==> src/rtl/qrs_pkg.sv <==
// Package: shared constants, types and commands of the QRS peak heart-rate estimator.
`default_nettype none
package qrs_pkg;

  localparam int unsigned DefBeatWindow   = 8;
  localparam int unsigned DefSampleBits   = 24;
  localparam int unsigned DefLevelFracBits = 8;

  localparam int unsigned InBits    = 24;
  localparam int unsigned RateBits  = 16;
  localparam int unsigned CfgBits   = 16;
  localparam int unsigned PosBits   = 32;
  localparam int unsigned CountBits = 16;
  localparam int unsigned SumBits   = 40;

  localparam logic [CfgBits-1:0] InitLengthReset = 16'd1000;
  localparam logic [CfgBits-1:0] RateFactorReset = 16'd15000;

  // configuration register indexes
  localparam logic [0:0] RegInitLength = 1'b0;
  localparam logic [0:0] RegRateFactor = 1'b1;

  // divider operand selection
  typedef enum logic [1:0] {
    DivMeanInt,
    DivMeanFrac,
    DivRate
  } div_sel_e;

  // controller to datapath commands
  typedef struct packed {
    logic     capture;     // latch sample, evaluate peak conditions
    logic     do_learn;    // learning peak update
    logic     do_restart;  // clear state
    logic     div_start;   // start divider
    div_sel_e div_sel;
    logic     seed_int;    // store integer mean quotient
    logic     seed_fin;    // finish seeding levels
    logic     classify;    // threshold test, noise/run update
    logic     close_run;   // signal update, beat push
    logic     rate_sat;    // zero span: saturate rate
    logic     rate_load;   // take quotient as rate
    logic     shift_samp;  // advance sample history
  } qrs_cmd_t;

  // datapath to controller status
  typedef struct packed {
    logic is_peak;
    logic is_learn;
    logic count_zero;
    logic seeded;
    logic below_thr;
    logic run_pending;
    logic window_full;
    logic span_zero;
    logic div_done;
  } qrs_sts_t;

endpackage
`default_nettype wire

==> src/rtl/qrs_stream_if.sv <==
// Interfaces: valid/ready input sample channel and result channel.
`default_nettype none
interface qrs_in_if;
  logic        valid;
  logic        ready;
  logic [23:0] integrated_sample;
  modport source (output valid, output integrated_sample, input ready);
  modport sink   (input valid, input integrated_sample, output ready);
endinterface

interface qrs_out_if;
  logic        valid;
  logic        ready;
  logic [15:0] heart_rate_bpm;
  logic        beat_found;
  logic        restarted;
  modport source (output valid, output heart_rate_bpm, output beat_found, output restarted,
                  input ready);
  modport sink   (input valid, input heart_rate_bpm, input beat_found, input restarted,
                  output ready);
endinterface
`default_nettype wire

==> src/rtl/qrs_divider.sv <==
// Radix-2 restoring divider, one quotient bit per cycle.
`default_nettype none
module qrs_divider
  import qrs_pkg::*;
#(
  parameter int unsigned Width = 48
) (
  input  wire logic             clk_i,
  input  wire logic             rst_ni,
  input  wire logic             start_i,
  input  wire logic [Width-1:0] dividend_i,
  input  wire logic [Width-1:0] divisor_i,
  output logic                  done_o,
  output logic [Width-1:0]      quot_o,
  output logic [Width-1:0]      rem_o
);
  localparam int unsigned CntBits = $clog2(Width + 1);

  logic [Width-1:0]   quot_q, quot_d, rem_q, rem_d, dsr_q;
  logic [CntBits-1:0] cnt_q, cnt_d;
  logic               busy_q, busy_d, done_q, done_d;
  logic [Width:0]     trial;

  always_comb begin
    quot_d = quot_q;
    rem_d  = rem_q;
    cnt_d  = cnt_q;
    busy_d = busy_q;
    done_d = 1'b0;
    trial  = {rem_q, quot_q[Width-1]} - {1'b0, dsr_q};
    if (start_i) begin
      quot_d = dividend_i;
      rem_d  = '0;
      cnt_d  = CntBits'(Width);
      busy_d = 1'b1;
    end else if (busy_q) begin
      if (!trial[Width]) begin
        rem_d = trial[Width-1:0];
        quot_d = {quot_q[Width-2:0], 1'b1};
      end else begin
        rem_d = {rem_q[Width-2:0], quot_q[Width-1]};
        quot_d = {quot_q[Width-2:0], 1'b0};
      end
      cnt_d = cnt_q - 1'b1;
      if (cnt_q == CntBits'(1)) begin
        busy_d = 1'b0;
        done_d = 1'b1;
      end
    end
  end

  always_ff @(posedge clk_i or negedge rst_ni) begin
    if (!rst_ni) begin
      busy_q <= 1'b0;
      done_q <= 1'b0;
      cnt_q  <= '0;
    end else begin
      busy_q <= busy_d;
      done_q <= done_d;
      cnt_q  <= cnt_d;
    end
  end

  always_ff @(posedge clk_i) begin
    quot_q <= quot_d;
    rem_q  <= rem_d;
    if (start_i) dsr_q <= divisor_i;
  end

  assign done_o = done_q;
  assign quot_o = quot_q;
  assign rem_o  = rem_q;
endmodule
`default_nettype wire

==> src/rtl/qrs_datapath.sv <==
// Datapath: sample history, learning statistics, levels, run tracking, beat window, rate.
`default_nettype none
module qrs_datapath
  import qrs_pkg::*;
#(
  parameter int unsigned BeatWindow    = DefBeatWindow,
  parameter int unsigned SampleBits    = DefSampleBits,
  parameter int unsigned LevelFracBits = DefLevelFracBits
) (
  input  wire logic                clk_i,
  input  wire logic                rst_ni,
  input  wire qrs_cmd_t            cmd_i,
  output qrs_sts_t                 sts_o,
  input  wire logic [InBits-1:0]   sample_i,
  input  wire logic [CfgBits-1:0]  init_length_i,
  input  wire logic [CfgBits-1:0]  rate_factor_i,
  output logic [RateBits-1:0]      rate_o
);
  localparam int unsigned LevBits  = SampleBits + LevelFracBits;
  localparam int unsigned FillBits = $clog2(BeatWindow + 1);
  localparam int unsigned IdxBits  = $clog2(BeatWindow);
  localparam int unsigned DivBits  = SumBits + LevelFracBits;
  localparam int unsigned WinM1    = BeatWindow - 1;

  logic [SampleBits-1:0] x_q, prev_q, older_q, lmax_q, best_q;
  logic [PosBits-1:0]    pos_q, best_pos_q;
  logic                  learn_over_q, seeded_q, run_q;
  logic [SumBits-1:0]    lsum_q;
  logic [CountBits-1:0]  lcnt_q;
  logic [LevBits-1:0]    noise_q, signal_q;
  logic [PosBits-1:0]    beats_q [BeatWindow];
  logic [FillBits-1:0]   fill_q;
  logic [RateBits-1:0]   rate_q;
  logic [DivBits-1:0]    qint_q;
  logic                  below_q;

  logic [PosBits-1:0]    peak_pos;
  logic [DivBits-1:0]    div_a, div_b, div_q, div_r;
  logic                  div_done;
  logic [LevBits+2:0]    scaled4, thr;
  logic [LevBits+2:0]    mean7;
  logic [LevBits+2:0]    sig_sm, noise_sm;
  logic [LevBits-1:0]    mean;
  logic [PosBits-1:0]    span;

  assign peak_pos = pos_q - 1'b1;

  // divider operand selection
  always_comb begin
    div_a = '0;
    div_b = DivBits'(lcnt_q);
    case (cmd_i.div_sel)
      DivMeanInt:  div_a = DivBits'(lsum_q);
      DivMeanFrac: div_a = DivBits'(div_r) << LevelFracBits;
      DivRate: begin
        div_a = DivBits'(rate_factor_i) * DivBits'(WinM1);
        div_b = DivBits'(span);
      end
      default: div_a = '0;
    endcase
  end

  qrs_divider #(.Width(DivBits)) u_div (
    .clk_i, .rst_ni,
    .start_i   (cmd_i.div_start),
    .dividend_i(div_a),
    .divisor_i (div_b),
    .done_o    (div_done),
    .quot_o    (div_q),
    .rem_o     (div_r)
  );

  // level arithmetic
  assign span     = beats_q[BeatWindow-1] - beats_q[0];
  assign scaled4  = (LevBits+3)'(prev_q) << (LevelFracBits + 2);
  assign thr      = (LevBits+3)'(noise_q) * 3 + (LevBits+3)'(signal_q);
  assign mean     = LevBits'(qint_q << LevelFracBits) + LevBits'(div_q);
  assign mean7    = (LevBits+3)'(mean) * 7;
  assign sig_sm   = (LevBits+3)'(signal_q) * 7 + ((LevBits+3)'(best_q) << LevelFracBits);
  assign noise_sm = (LevBits+3)'(noise_q) * 7 + ((LevBits+3)'(prev_q) << LevelFracBits);

  always_ff @(posedge clk_i or negedge rst_ni) begin
    if (!rst_ni) begin
      x_q <= '0; prev_q <= '0; older_q <= '0; pos_q <= '0;
      learn_over_q <= 1'b0; seeded_q <= 1'b0; lmax_q <= '0; lsum_q <= '0; lcnt_q <= '0;
      noise_q <= '0; signal_q <= '0; run_q <= 1'b0; best_q <= '0; best_pos_q <= '0;
      fill_q <= '0; rate_q <= '0; below_q <= 1'b0;
    end else begin
      if (cmd_i.capture) x_q <= SampleBits'(sample_i);
      if (cmd_i.do_learn) begin
        if (prev_q > lmax_q) lmax_q <= prev_q;
        if (lcnt_q != '1) begin
          lsum_q <= lsum_q + SumBits'(prev_q);
          lcnt_q <= lcnt_q + 1'b1;
        end
      end
      if (cmd_i.do_restart) begin
        prev_q <= '0; older_q <= '0; pos_q <= '0;
        learn_over_q <= 1'b0; seeded_q <= 1'b0; lmax_q <= '0; lsum_q <= '0; lcnt_q <= '0;
        noise_q <= '0; signal_q <= '0; run_q <= 1'b0; best_q <= '0; best_pos_q <= '0;
        fill_q <= '0; rate_q <= '0;
      end
      if (cmd_i.seed_int) qint_q <= div_q;
      if (cmd_i.seed_fin) begin
        noise_q      <= LevBits'(mean7 >> 3);
        signal_q     <= LevBits'(((LevBits+3)'(lmax_q) << LevelFracBits) * 7 >> 3);
        seeded_q     <= 1'b1;
        learn_over_q <= 1'b1;
      end
      if (cmd_i.classify) begin
        below_q <= scaled4 < thr;
        if (scaled4 < thr) begin
          noise_q <= LevBits'(noise_sm >> 3);
        end else begin
          if (!run_q || prev_q > best_q) begin
            best_q     <= prev_q;
            best_pos_q <= peak_pos;
          end
          run_q <= 1'b1;
        end
      end
      if (cmd_i.close_run) begin
        signal_q   <= LevBits'(sig_sm >> 3);
        run_q      <= 1'b0;
        best_q     <= '0;
        best_pos_q <= '0;
        if (fill_q < FillBits'(BeatWindow)) fill_q <= fill_q + 1'b1;
      end
      if (cmd_i.rate_sat)  rate_q <= '1;
      if (cmd_i.rate_load) rate_q <= (div_q > DivBits'(16'hFFFF)) ? '1 : RateBits'(div_q);
      if (cmd_i.shift_samp) begin
        older_q <= prev_q;
        prev_q  <= x_q;
        pos_q   <= pos_q + 1'b1;
      end
    end
  end

  // beat window: fills in order, then slides
  always_ff @(posedge clk_i) begin
    if (cmd_i.close_run) begin
      if (fill_q < FillBits'(BeatWindow)) begin
        beats_q[IdxBits'(fill_q)] <= best_pos_q;
      end else begin
        for (int i = 0; i < BeatWindow - 1; i++) beats_q[i] <= beats_q[i+1];
        beats_q[BeatWindow-1] <= best_pos_q;
      end
    end
  end

  always_comb begin
    sts_o.is_peak     = (older_q < prev_q) && (x_q < prev_q);
    sts_o.is_learn    = !learn_over_q && (peak_pos < PosBits'(init_length_i));
    sts_o.count_zero  = (lcnt_q == '0);
    sts_o.seeded      = seeded_q;
    sts_o.below_thr   = below_q;
    sts_o.run_pending = run_q;
    sts_o.window_full = (fill_q == FillBits'(BeatWindow));
    sts_o.span_zero   = (span == '0);
    sts_o.div_done    = div_done;
  end

  assign rate_o = rate_q;
endmodule
`default_nettype wire

==> src/rtl/qrs_ctrl.sv <==
// Controller: sequences one sample through peak handling, division and output.
`default_nettype none
module qrs_ctrl
  import qrs_pkg::*;
(
  input  wire logic     clk_i,
  input  wire logic     rst_ni,
  input  wire logic     in_valid_i,
  output logic          in_ready_o,
  output logic          out_valid_o,
  input  wire logic     out_ready_i,
  output logic          beat_o,
  output logic          restart_o,
  output qrs_cmd_t      cmd_o,
  input  wire qrs_sts_t sts_i
);
  typedef enum logic [3:0] {
    StIdle, StEval, StMeanInt, StMeanFrac, StSeed, StClass, StAfter,
    StClose, StRate, StShift, StOut
  } state_e;

  state_e state_q, state_d;
  logic   beat_q, beat_d, rst_q, rst_d;

  always_comb begin
    state_d = state_q;
    beat_d  = beat_q;
    rst_d   = rst_q;
    cmd_o   = '0;
    cmd_o.div_sel = DivMeanInt;
    case (state_q)
      StIdle: if (in_valid_i) begin
        cmd_o.capture = 1'b1;
        beat_d = 1'b0;
        rst_d  = 1'b0;
        state_d = StEval;
      end
      StEval: begin
        if (!sts_i.is_peak) state_d = StShift;
        else if (sts_i.is_learn) begin
          cmd_o.do_learn = 1'b1;
          state_d = StShift;
        end else if (sts_i.count_zero) begin
          cmd_o.do_restart = 1'b1;
          rst_d = 1'b1;
          state_d = StShift;
        end else if (!sts_i.seeded) begin
          cmd_o.div_start = 1'b1;
          state_d = StMeanInt;
        end else state_d = StClass;
      end
      StMeanInt: if (sts_i.div_done) begin
        cmd_o.seed_int  = 1'b1;
        cmd_o.div_sel   = DivMeanFrac;
        cmd_o.div_start = 1'b1;
        state_d = StMeanFrac;
      end
      StMeanFrac: if (sts_i.div_done) state_d = StSeed;
      StSeed: begin
        cmd_o.seed_fin = 1'b1;
        state_d = StClass;
      end
      StClass: begin
        cmd_o.classify = 1'b1;
        // run closes only when the peak is below threshold and a run was open
        state_d = StAfter;
      end
      StAfter: begin
        if (sts_i.below_thr && sts_i.run_pending) begin
          cmd_o.close_run = 1'b1;
          beat_d = 1'b1;
          state_d = StClose;
        end else state_d = StShift;
      end
      StClose: begin
        if (!sts_i.window_full) state_d = StShift;
        else if (sts_i.span_zero) begin
          cmd_o.rate_sat = 1'b1;
          state_d = StShift;
        end else begin
          cmd_o.div_sel   = DivRate;
          cmd_o.div_start = 1'b1;
          state_d = StRate;
        end
      end
      StRate: if (sts_i.div_done) begin
        cmd_o.rate_load = 1'b1;
        state_d = StShift;
      end
      StShift: begin
        cmd_o.shift_samp = 1'b1;
        state_d = StOut;
      end
      StOut: if (out_ready_i) state_d = StIdle;
      default: state_d = StIdle;
    endcase
  end

  // classify updates noise or the run; close_run follows in StAfter
  always_ff @(posedge clk_i or negedge rst_ni) begin
    if (!rst_ni) begin
      state_q <= StIdle;
      beat_q  <= 1'b0;
      rst_q   <= 1'b0;
    end else begin
      state_q <= state_d;
      beat_q  <= beat_d;
      rst_q   <= rst_d;
    end
  end

  assign in_ready_o  = (state_q == StIdle);
  assign out_valid_o = (state_q == StOut);
  assign beat_o      = beat_q;
  assign restart_o   = rst_q;
endmodule
`default_nettype wire

==> src/rtl/qrs_peak_heart_rate_estimator.sv <==
// QRS peak heart-rate estimator top level: config registers, controller, datapath.
// Seeding the levels runs two 48-bit divisions (integer and fractional mean); a beat adds a
//   close step, and with a full window and a nonzero span a rate division follows.
// Throughput: one sample at a time; next sample accepted after the result beat is taken.
// Reset (rst_ni, async, active low) clears the control and level state; configuration returns to
//   init_length 1000 and rate_factor 15000. The beat window and divider data need no clearing.
`default_nettype none
module qrs_peak_heart_rate_estimator
  import qrs_pkg::*;
#(
  parameter int unsigned BEAT_WINDOW     = DefBeatWindow,
  parameter int unsigned SAMPLE_BITS     = DefSampleBits,
  parameter int unsigned LEVEL_FRAC_BITS = DefLevelFracBits
) (
  input  wire logic               clk_i,
  input  wire logic               rst_ni,
  qrs_in_if.sink                  in_if,
  qrs_out_if.source               out_if,
  input  wire logic               cfg_we_i,
  input  wire logic [0:0]         cfg_idx_i,
  input  wire logic [CfgBits-1:0] cfg_data_i
);
  logic [CfgBits-1:0] init_length_q, rate_factor_q;
  qrs_cmd_t           cmd;
  qrs_sts_t           sts;
  logic [RateBits-1:0] rate;

  // configuration registers
  always_ff @(posedge clk_i or negedge rst_ni) begin
    if (!rst_ni) begin
      init_length_q <= InitLengthReset;
      rate_factor_q <= RateFactorReset;
    end else if (cfg_we_i) begin
      case (cfg_idx_i)
        RegInitLength: init_length_q <= cfg_data_i;
        RegRateFactor: rate_factor_q <= cfg_data_i;
        default: ;
      endcase
    end
  end

  qrs_ctrl u_ctrl (
    .clk_i, .rst_ni,
    .in_valid_i (in_if.valid),
    .in_ready_o (in_if.ready),
    .out_valid_o(out_if.valid),
    .out_ready_i(out_if.ready),
    .beat_o     (out_if.beat_found),
    .restart_o  (out_if.restarted),
    .cmd_o      (cmd),
    .sts_i      (sts)
  );

  qrs_datapath #(
    .BeatWindow   (BEAT_WINDOW),
    .SampleBits   (SAMPLE_BITS),
    .LevelFracBits(LEVEL_FRAC_BITS)
  ) u_dp (
    .clk_i, .rst_ni,
    .cmd_i        (cmd),
    .sts_o        (sts),
    .sample_i     (in_if.integrated_sample),
    .init_length_i(init_length_q),
    .rate_factor_i(rate_factor_q),
    .rate_o       (rate)
  );

  assign out_if.heart_rate_bpm = rate;
endmodule
`default_nettype wire
==> src/flat_wrapper.sv <==
// flat-port wrapper written by rule: the top's interface ports become plain ports
module qrs_peak_heart_rate_estimator_flat import qrs_pkg::*;
#(
  parameter int unsigned BEAT_WINDOW     = DefBeatWindow,
  parameter int unsigned SAMPLE_BITS     = DefSampleBits,
  parameter int unsigned LEVEL_FRAC_BITS = DefLevelFracBits
)
  (clk_i, rst_ni, cfg_we_i, cfg_idx_i, cfg_data_i, in_if_valid, in_if_integrated_sample, in_if_ready, out_if_valid, out_if_heart_rate_bpm, out_if_beat_found, out_if_restarted, out_if_ready);
  qrs_in_if in_if_i ();
  qrs_out_if out_if_i ();
  input  wire logic clk_i;
  input  wire logic rst_ni;
  input  wire logic cfg_we_i;
  input  wire logic [0:0] cfg_idx_i;
  input  wire logic [CfgBits-1:0] cfg_data_i;
  input wire logic [$bits(in_if_i.valid)-1:0] in_if_valid;
  input wire logic [$bits(in_if_i.integrated_sample)-1:0] in_if_integrated_sample;
  output wire logic [$bits(in_if_i.ready)-1:0] in_if_ready;
  output wire logic [$bits(out_if_i.valid)-1:0] out_if_valid;
  output wire logic [$bits(out_if_i.heart_rate_bpm)-1:0] out_if_heart_rate_bpm;
  output wire logic [$bits(out_if_i.beat_found)-1:0] out_if_beat_found;
  output wire logic [$bits(out_if_i.restarted)-1:0] out_if_restarted;
  input wire logic [$bits(out_if_i.ready)-1:0] out_if_ready;
  assign in_if_i.valid = in_if_valid;
  assign in_if_i.integrated_sample = in_if_integrated_sample;
  assign in_if_ready = in_if_i.ready;
  assign out_if_valid = out_if_i.valid;
  assign out_if_heart_rate_bpm = out_if_i.heart_rate_bpm;
  assign out_if_beat_found = out_if_i.beat_found;
  assign out_if_restarted = out_if_i.restarted;
  assign out_if_i.ready = out_if_ready;
  qrs_peak_heart_rate_estimator #(.BEAT_WINDOW(BEAT_WINDOW), .SAMPLE_BITS(SAMPLE_BITS), .LEVEL_FRAC_BITS(LEVEL_FRAC_BITS)) u_core (.clk_i(clk_i), .rst_ni(rst_ni), .in_if(in_if_i), .out_if(out_if_i), .cfg_we_i(cfg_we_i), .cfg_idx_i(cfg_idx_i), .cfg_data_i(cfg_data_i));
endmodule
==> config.mk <==
export PLATFORM = sky130hd
export DESIGN_NAME = qrs_peak_heart_rate_estimator_flat
export DESIGN_NICKNAME = d
export VERILOG_FILES = /design/src/rtl/qrs_pkg.sv /design/src/rtl/qrs_stream_if.sv /design/src/rtl/qrs_divider.sv /design/src/rtl/qrs_datapath.sv /design/src/rtl/qrs_ctrl.sv /design/src/rtl/qrs_peak_heart_rate_estimator.sv /design/src/flat_wrapper.sv
export SDC_FILE = /design/constraint.sdc
export NUM_CORES = 2
export LEC_CHECK = 0
export BUFFER_PORTS_ARGS = -buffer_cell sky130_fd_sc_hd__buf_2
export CORE_MARGIN = 1
export CORE_UTILIZATION = 65
export CTS_CLUSTER_DIAMETER = 150
export DETAILED_ROUTE_END_ITERATION = 10
export GPL_TIMING_DRIVEN = 0
export PLACE_DENSITY = 0.83
export SLEW_MARGIN = 20
export SYNTH_ARGS = -nofsm -noshare
export SYNTH_HDL_FRONTEND = slang
export SYNTH_HIERARCHICAL = 1
export SYNTH_SLANG_ARGS = --single-unit
export TNS_END_PERCENT = 5
==> constraint.sdc <==
create_clock -name clk_i -period 10.2 [get_ports clk_i]
set_input_delay 0.51 -clock clk_i [delete_from_list [all_inputs] [get_ports clk_i]]
set_output_delay 0.51 -clock clk_i [all_outputs]
set_load 0.01 [all_outputs]
==> key figures <==
Yosys
  – Adder-cell share of the synthesized area: 17.9%
  – Post-synthesis simple-gate area fraction: 12.4%
  – Synth Area in Compound Gates: 18.0%
  – Asr flop ratio synth: 46.8%
  – Multiplexer share of the synthesized area: 4.81%
  – Avg Inst Size Synth: 10.2 um^2
  – Mapped Area: 56,400 um^2
  – Primary FF master, synth: edfxtp_1
  – Synthesized instance count: 5,542
  – Synthesis Warnings: 6
  – Synth unique cells: 106
  – Xor-xnor portion of the synthesized cell area: 4.62%
  – Post-synthesis sequential area ratio: 38.3%
  – EDFF count, synth: 376
  – #FFs+latches synth: 797
  – Largest family of logic cells by synthesized area: compound AO/OA/AOI/OAI gates

Clocking
  – Setup Buffers After CTS: 0
  – H-tree depth: 3
  – CTS clk-pin slew, worst paths: 0.06 ns
  – CTS sink cnt: 797
  – Worst-skew pair later-pin latency: 0.69 ns
  – Cts hold-fix bufs: 1
  – Inserted Clock Buffers: 87
  – Post_cts resized: 0
  – CTS tree: built
  – Maximum clock path buffer count: 3
  – CTS root buf: clkbuf_16

STA
  – Fin crit period: 7.31 ns
  – # setup viols final: 0
  – Fmax: 137 MHz
  – Actual slew at the worst max-slew pin: 1.19 ns
  – Slew headroom: 21.0%
  – Max Clock Skew: 0.0509 ns
  – Final hold violations: 0
  – Fin worst setup slack: 2.89 ns
  – RSZ-0062 raised after global routing: false
  – Setup TNS: 0 ns
  – Period utilization: 71.7%
  – Max Slew Vio Count: 0

Setup path
  – RR Endpoint: u_core/u_dp/u_div/quot_o[38]$_DFFE_PP_
  – Critical path class: reg2reg
  – Critical Path Start Type: flop
  – Critical path endpoint category: flop
  – R2r setup slk: 2.89 ns
  – R2r worst-path depth: 18
  – Worst EP required: 10.60 ns
  – Worst EP arrival: 7.72 ns
  – CP Max Fanout: 49
  – R2r startpoint: u_core/u_dp/prev_q[1]$_DFFE_PN0P_

Route
  – Drt drc: 0
  – Drt via density: 6.46
  – 1st-pass router iterations: 6
  – Vias: 44,800
  – Initial drt markers: 4,505
  – Wire per inst: 22.3 um
  – Drt total wl: 155,000 um
  – Post-route ant nets: 0

Pwr
  – Power per cell area: 250 nW/um^2
  – P_leak: 29.2 nW
  – Max VDD drop: 233 uV

Finish
  – Fillers: 6,058
  – Most common cell after layout, fill and taps aside: ha_1
  – Highest-count cells in the layout ignoring fill and taps: 457 x ha_1, 431 x nor2_1, 388 x a21oi_1
  – Area delta synth->final: 9.37%
  – Fin nets: 6,448
  – Diode count: 0
  – Layout cells sized above 1: 7.69%

Hold path
  – Min-Delay Startpoint: in_if_integrated_sample[17]
  – Hold crit path type: in2reg
  – Hold EP: u_core/u_dp/x_q[17]$_DFFE_PN0P_
  – Hold Path Cell Cnt: 2

GRT
  – Initial antenna violation count: 5
  – First-pass GRT wire length: 244,000 um
  – Total GRT Usage: 35.8%
  – Vias in the first global route: 43,900
  – Remaining Overflow, GRT: 0
  – Largest net degree at the start of global routing: 96

Outcome
  – Status: complete, no violations

Placement
  – GP Congestion: 1.00
  – Setup Slack @ Placement: 3.16 ns
  – I/O Buffers: 65
  – Post-DP HPWL: 117,000 um

Floorplanning
  – Row count: 107
  – Core area: 85,500 um^2
  – Die Span Y: 297 um
  – Die X: 297 um
  – Ports: 66
  – Die Area: 88,000 um^2
  – Starting density of the core: 66.0%

Job
  – Max-Cap Viols: 0
[worst max path at each step]
stage                                           start                                      to  cells past startpoint
floorplan            u_core/u_dp/pos_q[5]$_DFFE_PN0P_   u_core/u_dp/u_div/quot_o[0]$_DFFE_PP_                     20
global placement                               rst_ni      u_core/u_dp/rate_o[12]$_DFFE_PN0P_                      1
detailed placement  u_core/u_dp/prev_q[1]$_DFFE_PN0P_  u_core/u_dp/u_div/quot_o[40]$_DFFE_PP_                     18
CTS                 u_core/u_dp/prev_q[1]$_DFFE_PN0P_  u_core/u_dp/u_div/quot_o[38]$_DFFE_PP_                     18
global route        u_core/u_dp/prev_q[1]$_DFFE_PN0P_  u_core/u_dp/u_div/quot_o[38]$_DFFE_PP_                     18
finish              u_core/u_dp/prev_q[1]$_DFFE_PN0P_  u_core/u_dp/u_div/quot_o[38]$_DFFE_PP_                     18
[through the flow]
step | utilization [%] | hold WS (ns) | instances | instance area, um^2 | power [W]
after floorplan | - | 0.214 | 5557 | 56500 | 0.00987
after global placement | 68.1 | 0.452 | 6766 | 58300 | 0.0116
after detailed placement | 68.6 | 0.397 | 6779 | 58600 | 0.0119
after CTS | 72.1 | 0.0272 | 6942 | 61700 | 0.0153
after global routing | 72.2 | 0.0394 | 6942 | 61700 | 0.0165
final | 72.2 | 0.0530 | 6942 | 61700 | 0.0154
[cells by family after synthesis]
logic type / after synthesis
AOI/OAI and AO/OA: 1501
xor gates and xnor gates: 298
adders and majority gates: 677
buffers and inverters: 572
DFF: 797
muxes: 253
other: 1
and+or+nand+nor: 1443
[critical path, cell delays in order, from the launching register on]
cell	delay, ns
dfrtp_1	0.94
inv_1	0.22
ha_1	0.34
a21o_1	0.17
a21o_1	0.19
a21o_1	0.18
a21o_1	0.17
a21o_1	0.17
a21o_1	0.17
a21oi_1	0.20
o31ai_1	0.16
a21oi_1	0.55
or3b_4	0.48
nor4_1	0.47
or3_4	0.72
clkbuf_1	0.42
clkbuf_1	0.56
clkbuf_1	0.51
mux2_2	0.40
[layout make-up]
type	count	area, um^2	share of cell area (%)
buffer	257	1070	1.74
clock buffer	107	2400	3.88
timing repair buffer	79	688	1.11
inverter	315	1180	1.92
tap	1144	1430	2.32
multi-input combinational	4188	32700	53.0
sequential	797	21600	35.0
clock inverter	55	669	1.08
[per-layer routing]
metal / GRT usage (%) / vias up / wire (um) / part of all wire (%)
li1: - / 20400 / - / -
met1: 50.3 / 21900 / 64700 / 42
met2: 55.1 / 2074 / 68600 / 44
met3: 6.92 / 372 / 14900 / 9.6
met4: 13.9 / 4 / 6690 / 4.3
met5: 0 / - / 19 / 0.012
[cell usage after synthesis, types with 15 or more instances]
cell type | count | area, um^2
mux2i_1 | 139 | 1390
ha_1 | 457 | 5720
a221oi_1 | 54 | 473
nor3_1 | 68 | 340
clkbuf_1 | 207 | 777
nor2b_1 | 73 | 457
dfxtp_1 | 48 | 961
o211ai_1 | 32 | 240
xnor2_1 | 169 | 1480
o21a_1 | 52 | 390
or3_1 | 31 | 194
a31oi_1 | 25 | 156
nand2_1 | 333 | 1250
o2111ai_1 | 15 | 131
o22ai_1 | 15 | 93.8
a21oi_1 | 388 | 1940
o31ai_1 | 50 | 375
and3_1 | 45 | 282
inv_1 | 314 | 1180
xor2_1 | 129 | 1130
nor4_1 | 26 | 163
nor2_1 | 431 | 1620
a211oi_1 | 62 | 465
dfrtp_1 | 360 | 9010
nand3_1 | 156 | 781
fa_1 | 220 | 4400
and2_1 | 39 | 244
nand2b_1 | 87 | 544
o21ai_0 | 206 | 1030
a22o_1 | 26 | 228
buf_2 | 20 | 100
edfxtp_1 | 376 | 11300
a21o_1 | 360 | 2700
mux2_2 | 103 | 1160
o21bai_1 | 45 | 338
a21boi_0 | 17 | 128
nand4_1 | 71 | 444
[state kept, by name, indices dropped and copies added (netlist names), 32 cells and up]
register and count:
u_core/u_dp/beats_q 256, u_core/u_dp/best_pos_q 32, u_core/u_dp/lsum_q 40, u_core/u_dp/noise_q 32, u_core/u_dp/pos_q 32, u_core/u_dp/signal_q 32, u_core/u_dp/u_div/dsr_q 48, u_core/u_dp/u_div/quot_o 48
u_core/u_dp/u_div/rem_o 48
[power by group]
group	switching [W]	total [W]	internal, W	leakage [nW]
combinational	0.00433	0.00743	0.00310	18.8
sequential	0.000799	0.00465	0.00385	8.96
clock	0.00141	0.00336	0.00195	1.48
Note: power is estimated with default switching activity, not from simulation.
